--- src/sv/lrut_pkg.sv ---
// shared constants, types and codes for the bounded lru id tracker
// no dependencies
package lrut_pkg;

    localparam int DEPTH   = 64;
    localparam int IDX_W   = (DEPTH > 1) ? $clog2(DEPTH) : 1;
    localparam int CNT_W   = $clog2(DEPTH + 1);
    localparam int ID_W    = 64;
    localparam int MAX_W   = 7;
    localparam int ENTRY_W = 7;
    localparam logic [MAX_W-1:0] MAX_RESET = 7'd64;

    localparam logic CMD_ACCESS = 1'b0;
    localparam logic CMD_POP    = 1'b1;

    typedef enum logic [1:0] {
        ST_DONE  = 2'd0,
        ST_EMPTY = 2'd1,
        ST_FULL  = 2'd2
    } t_status;

    typedef struct packed {
        logic    ld_req;
        logic    clr_idx;
        logic    inc_idx;
        logic    dec_idx;
        logic    rd_srch;
        logic    rd_shift;
        logic    rd_pop;
        logic    wr_shift;
        logic    wr_head;
        logic    cnt_inc;
        logic    fin;
        t_status fin_st;
        logic    pop_ok;
        logic    set_ovf;
    } t_dp_cmd;

    typedef struct packed {
        logic is_pop;
        logic cnt_zero;
        logic full;
        logic srch_end;
        logic hit;
        logic idx_zero;
        logic out_free;
    } t_dp_sts;

endpackage

--- src/sv/lrut_ctrl.sv ---
// controller state machine: sequences search, shift, insert and pop
// depends on lrut_pkg
module lrut_ctrl (
    input  logic              i_clk,
    input  logic              i_rst_n,
    input  logic              i_req_valid,
    output logic              o_req_ready,
    input  lrut_pkg::t_dp_sts i_sts,
    output lrut_pkg::t_dp_cmd o_cmd
);

    typedef enum logic [10:0] {
        S_IDLE      = 11'b000_0000_0001,
        S_DISP      = 11'b000_0000_0010,
        S_SRCH_RD   = 11'b000_0000_0100,
        S_SRCH_CMP  = 11'b000_0000_1000,
        S_SH_CHK    = 11'b000_0001_0000,
        S_SH_WR     = 11'b000_0010_0000,
        S_HEAD_WR   = 11'b000_0100_0000,
        S_FIN_OK    = 11'b000_1000_0000,
        S_FIN_POP   = 11'b001_0000_0000,
        S_FIN_EMPTY = 11'b010_0000_0000,
        S_FIN_FULL  = 11'b100_0000_0000
    } t_state;

    t_state r_state;
    t_state n_state;

    assign o_req_ready = (r_state == S_IDLE);

    always_ff @(posedge i_clk) begin
        if (!i_rst_n) begin
            r_state <= S_IDLE;
        end else begin
            r_state <= n_state;
        end
    end

    always_comb begin
        n_state = r_state;
        o_cmd   = '0;
        o_cmd.fin_st = lrut_pkg::ST_DONE;
        case (r_state)
            S_IDLE: begin
                if (i_req_valid) begin
                    o_cmd.ld_req  = 1'b1;
                    o_cmd.clr_idx = 1'b1;
                    n_state       = S_DISP;
                end
            end
            S_DISP: begin
                if (i_sts.is_pop) begin
                    if (i_sts.cnt_zero) begin
                        n_state = S_FIN_EMPTY;
                    end else begin
                        o_cmd.rd_pop = 1'b1;
                        n_state      = S_FIN_POP;
                    end
                end else begin
                    n_state = S_SRCH_RD;
                end
            end
            S_SRCH_RD: begin
                if (i_sts.srch_end) begin
                    if (i_sts.full) begin
                        n_state = S_FIN_FULL;
                    end else begin
                        // miss with room: insert, shifting the whole list
                        o_cmd.cnt_inc = 1'b1;
                        n_state       = S_SH_CHK;
                    end
                end else begin
                    o_cmd.rd_srch = 1'b1;
                    n_state       = S_SRCH_CMP;
                end
            end
            S_SRCH_CMP: begin
                if (i_sts.hit) begin
                    n_state = S_SH_CHK;
                end else begin
                    o_cmd.inc_idx = 1'b1;
                    n_state       = S_SRCH_RD;
                end
            end
            S_SH_CHK: begin
                if (i_sts.idx_zero) begin
                    n_state = S_HEAD_WR;
                end else begin
                    o_cmd.rd_shift = 1'b1;
                    n_state        = S_SH_WR;
                end
            end
            S_SH_WR: begin
                o_cmd.wr_shift = 1'b1;
                o_cmd.dec_idx  = 1'b1;
                n_state        = S_SH_CHK;
            end
            S_HEAD_WR: begin
                o_cmd.wr_head = 1'b1;
                n_state       = S_FIN_OK;
            end
            S_FIN_OK: begin
                if (i_sts.out_free) begin
                    o_cmd.fin = 1'b1;
                    n_state   = S_IDLE;
                end
            end
            S_FIN_POP: begin
                if (i_sts.out_free) begin
                    o_cmd.fin    = 1'b1;
                    o_cmd.pop_ok = 1'b1;
                    n_state      = S_IDLE;
                end
            end
            S_FIN_EMPTY: begin
                if (i_sts.out_free) begin
                    o_cmd.fin    = 1'b1;
                    o_cmd.fin_st = lrut_pkg::ST_EMPTY;
                    n_state      = S_IDLE;
                end
            end
            S_FIN_FULL: begin
                if (i_sts.out_free) begin
                    o_cmd.fin     = 1'b1;
                    o_cmd.fin_st  = lrut_pkg::ST_FULL;
                    o_cmd.set_ovf = 1'b1;
                    n_state       = S_IDLE;
                end
            end
            default: begin
                n_state = S_IDLE;
            end
        endcase
    end

endmodule

--- config.mk ---
export PLATFORM = sky130hd
export DESIGN_NAME = lrut_ctrl
export DESIGN_NICKNAME = d
export VERILOG_FILES = /design/src/sv/lrut_pkg.sv /design/src/sv/lrut_ctrl.sv
export SDC_FILE = /design/constraint.sdc
export NUM_CORES = 1
export LEC_CHECK = 0
export BUFFER_PORTS_ARGS = -buffer_cell sky130_fd_sc_hd__clkbuf_2
export CORE_MARGIN = 2
export CORE_UTILIZATION = 44
export DETAILED_ROUTE_END_ITERATION = 6
export HOLD_SLACK_MARGIN = 0.15
export PLACE_DENSITY = 0.74
export SLEW_MARGIN = 40
export SYNTH_ARGS = -nofsm -noshare
export SYNTH_HDL_FRONTEND = slang
export SYNTH_SLANG_ARGS = --single-unit
export TNS_END_PERCENT = 20
--- constraint.sdc ---
create_clock -name i_clk -period 1.7 [get_ports i_clk]
set_input_delay 0.34 -clock i_clk [delete_from_list [all_inputs] [get_ports i_clk]]
set_output_delay 0.34 -clock i_clk [all_outputs]
set_load 0.005 [all_outputs]
==> impl_metrics.py <==
metrics = {
    "clocking": {
        "cts_tree": "done",
        "ctsHoldBuffers": 0,
        "numClockSinks": 11,
        "cts_buffers": 3,
        "cts_max_path_buffers": 2,
        "path_clk_slew_ns": 0.08,
        "cts-root-buf": "clkbuf_4",
        "htree_levels": 1,
        "clkLatencyLatePin_ns": 0.28,
    },
    "placement": {
        "dpl.cell_count": 156,
        "place_ws_ns": -0.0728,
        "dpl-instance-area_sq_um": 1040,
        "finalWeightedCongestion": 0.884,
        "place_hpwl_um": 1540,
        "numPortBuffers": 25,
    },
    "synth": {
        "synth_compound_area_share_pct": 13.5,
        "synth_area_per_cell_sq_um": 8.21,
        "yosys-top-cells-area": "dfxtp_1, nand2_1, nor2_1",
        "synthCells": 96,
        "synthMuxAreaShare_pct": 0,
        "ys_seq_elements": 11,
        "synth_top_area_share_pct": 27.9,
        "synth_top_family_by_area": "simple AND/OR/NAND/NOR gates",
        "async_flop_share_pct": 0,
        "synth-simple-area-share_pct": 50.2,
        "synth-edff-count": 0,
        "synth_fa_ha_area_share_pct": 0,
        "synth_nets": 106,
        "ys_types": 37,
        "synth_area_leader_cell": "dfxtp_1",
        "ys.warnings.count": 0,
        "synthesis.area_sq_um": 788,
        "ys_seq_area_share_pct": 27.9,
        "synth_xor_area_share_pct": 2.22,
        "synth_flop_cell": "dfxtp_1",
    },
    "worst_setup_path": {
        "required_ns": 1.36,
        "worstPathMaxFanout": 3,
        "r2r_end": "r_state[9]",
        "reg2regPathDepth": 7,
        "worst-path-buf-inv": 2,
        "worstSetupStartpoint": "r_state[9]",
        "crit_type": "reg -> out",
        "crit_cells": 5,
        "slowest_delay_ns": 0.34,
        "arrival_ns": 1.67,
        "critPathCaptureType": "output port",
        "crit_chain": "nor4_4, buf_4, nand3_4, nor3b_4, buf_2",
        "worstSetupStartpointType": "register",
        "critPathSlowestCell": "dfxtp_2",
        "cp-endpoint": "o_cmd[12]",
        "r2r-start": "r_state[8]",
        "cp_top_family": "simple AND/OR/NAND/NOR gates",
        "r2r_slack_ns": 0.02,
    },
    "timing": {
        "setup_viol": 16,
        "hold_viol": 0,
        "clock_skew_ns": 0.00548,
        "rsz0062_at_grt": "yes",
        "relSlewSlack_pct": 72.6,
        "period_share_pct": 118,
        "slew_viol_final": 0,
        "hold-worst-slack_ns": 0.250,
        "tns_ns": -3.22,
        "fin_crit_ns": 2.01,
        "tightest_slew_ns": 0.406,
        "fin_ws_ns": -0.308,
        "max_freq_mhz": 498,
    },
    "detailed_routing": {
        "dr_wl_met3_um": 112,
        "met2_length_um": 1380,
        "firstDrtPassIters": 4,
        "postRouteAntennaNets": 0,
        "drt_iter0_drc": 29,
        "viasPerCell": 5.67,
        "met1_length_um": 1010,
        "wl_um": 2590,
        "vias": 947,
        "wl_per_cell_um": 15.5,
        "dr.max_layer_used": "met4",
        "remaining_drc_errors": 0,
    },
    "cells_and_area": {
        "diodes": 0,
        "final_util_pct": 73.8,
        "design_area_sq_um": 1260,
        "area_growth_pct": 59.8,
        "final_cells": 167,
        "largest_register_ffs": 11,
        "drive_gt1_share_pct": 55.6,
        "reg.largest.list": "r_state x11",
        "regMostFlops": "r_state",
        "layout.nets": 153,
    },
    "grt": {
        "antenna_found_initial": 0,
        "grt_start_max_net_pins": 12,
        "first_global_vias": 842,
        "gr-usage-all-layers_pct": 23.0,
        "grt_pass1_wl_um": 3460,
        "grt_overflow": 0,
    },
    "power": {
        "power_density_nw_per_um2": 506,
        "internal_power_mw": 0.436,
        "sw_frac_of_total_pct": 31.6,
        "peakVddDrop_mv": 0.525,
        "p_seq_share_pct": 42.1,
        "power_mw": 0.637,
        "leakage_nw": 0.585,
        "clockPowerShare_pct": 30.1,
        "combinationalPowerShare_pct": 27.8,
        "p_sw_mw": 0.201,
    },
    "run": {
        "cap_violations": 0,
    },
    "floorplan": {
        "num_io_pins": 26,
        "start_util_pct": 46.2,
        "core_area_sq_um": 1710,
        "fp.dieW_um": 46.3,
        "die_h_um": 46.3,
        "dieArea_sq_um": 2150,
        "core.rowCount": 15,
    },
    "worst_hold_path": {
        "hp-class": "in -> reg",
    },
    "outcome": {
        "status": "complete, but fails checks",
        "failed_checks": "setup timing",
    },
}
[layer usage]
metal  up-vias  GRT usage (%)
li1        439              -
met1       454           25.1
met2        42           42.2
met3        12           3.53
met4         0           11.4
met5         -              0
[placed cells by master, fill, tap and decap left out, types with 3 or more instances in the layout]
cell type   n
and3b_1     3
buf_2       6
buf_4      22
buf_6       4
clkbuf_2   17
clkbuf_4    3
dfxtp_1     8
nand2_1    11
nand2b_1    3
nand3_4     3
nor2_1      9
nor2b_1     6
nor3_2      5
nor4_4      3
o21a_1      4
[worst min-delay path by stage]
stage	start	end	slack, ns	cells past startpoint
CTS	i_sts[1]	r_state[5]	0.25	2
global placement	i_sts[1]	r_state[5]	0.53	2
detailed placement	i_sts[3]	r_state[3]	0.55	2
finish	i_sts[3]	r_state[3]	0.25	2
global route	i_sts[3]	r_state[3]	0.25	2
floorplan	i_sts[1]	r_state[5]	0.42	1
[power groups by stage]
stage | clock [mW] | combinational [mW] | sequential [mW]
after global placement | 0 | 0.127 | 0.273
after global routing | 0.209 | 0.186 | 0.269
final | 0.192 | 0.177 | 0.268
after CTS | 0.190 | 0.143 | 0.267
after floorplan | 0 | 0.0737 | 0.274
after detailed placement | 0 | 0.128 | 0.273
[worst reg2reg max path, stage by stage, from the launching register on]
cell	delay [ns]
dfxtp_1	0.33
buf_4	0.17
nor4b_1	0.42
a211oi_2	0.10
nor3_4	0.25
buf_4	0.17
o211ai_1	0.09
nand2_1	0.09
[layout make-up]
| type | instances | area, sq um |
|---|---|---|
| Multi-Input combinational cell | 77 | 646 |
| Inverter | 1 | 3.75 |
| Fill cell | 127 | 448 |
| Clock buffer | 3 | 22.5 |
| Sequential cell | 11 | 226 |
| Tap cell | 25 | 31.3 |
| Clock inverter | 1 | 5.00 |
| Timing Repair Buffer | 49 | 325 |
[synthesized netlist by cell type, drive strengths merged (2+ instances only)]
cell type  number
a21oi           2
and3b           3
buf             6
dfxtp          11
nand2          12
nand2b          3
nand3           3
nor2           10
nor2b           6
nor3            7
nor3b           2
nor4            6
nor4b           2
o211ai          2
o21a            4
o21ai           2
xor2            2
[logic make-up (layout without fill, tap and decap cells)]
logic type,count (synthesis),count (layout)
AOI/OAI and AO/OA,15,15
xor gates and xnor gates,2,2
buffers and inverters,8,54
DFF,11,11
and+or+nand+nor,60,60
[what timing repair did]
| item | CTS | global route |
|---|---|---|
| pin swaps | 8 | 3 |
| setup buffers | 4 | 3 |
| gates cloned | 0 | 0 |
| resized for setup | 15 | 18 |
| endpoints found under the setup margin | 19 | 24 |
No activity file was read; power rests on OpenSTA's default activity.
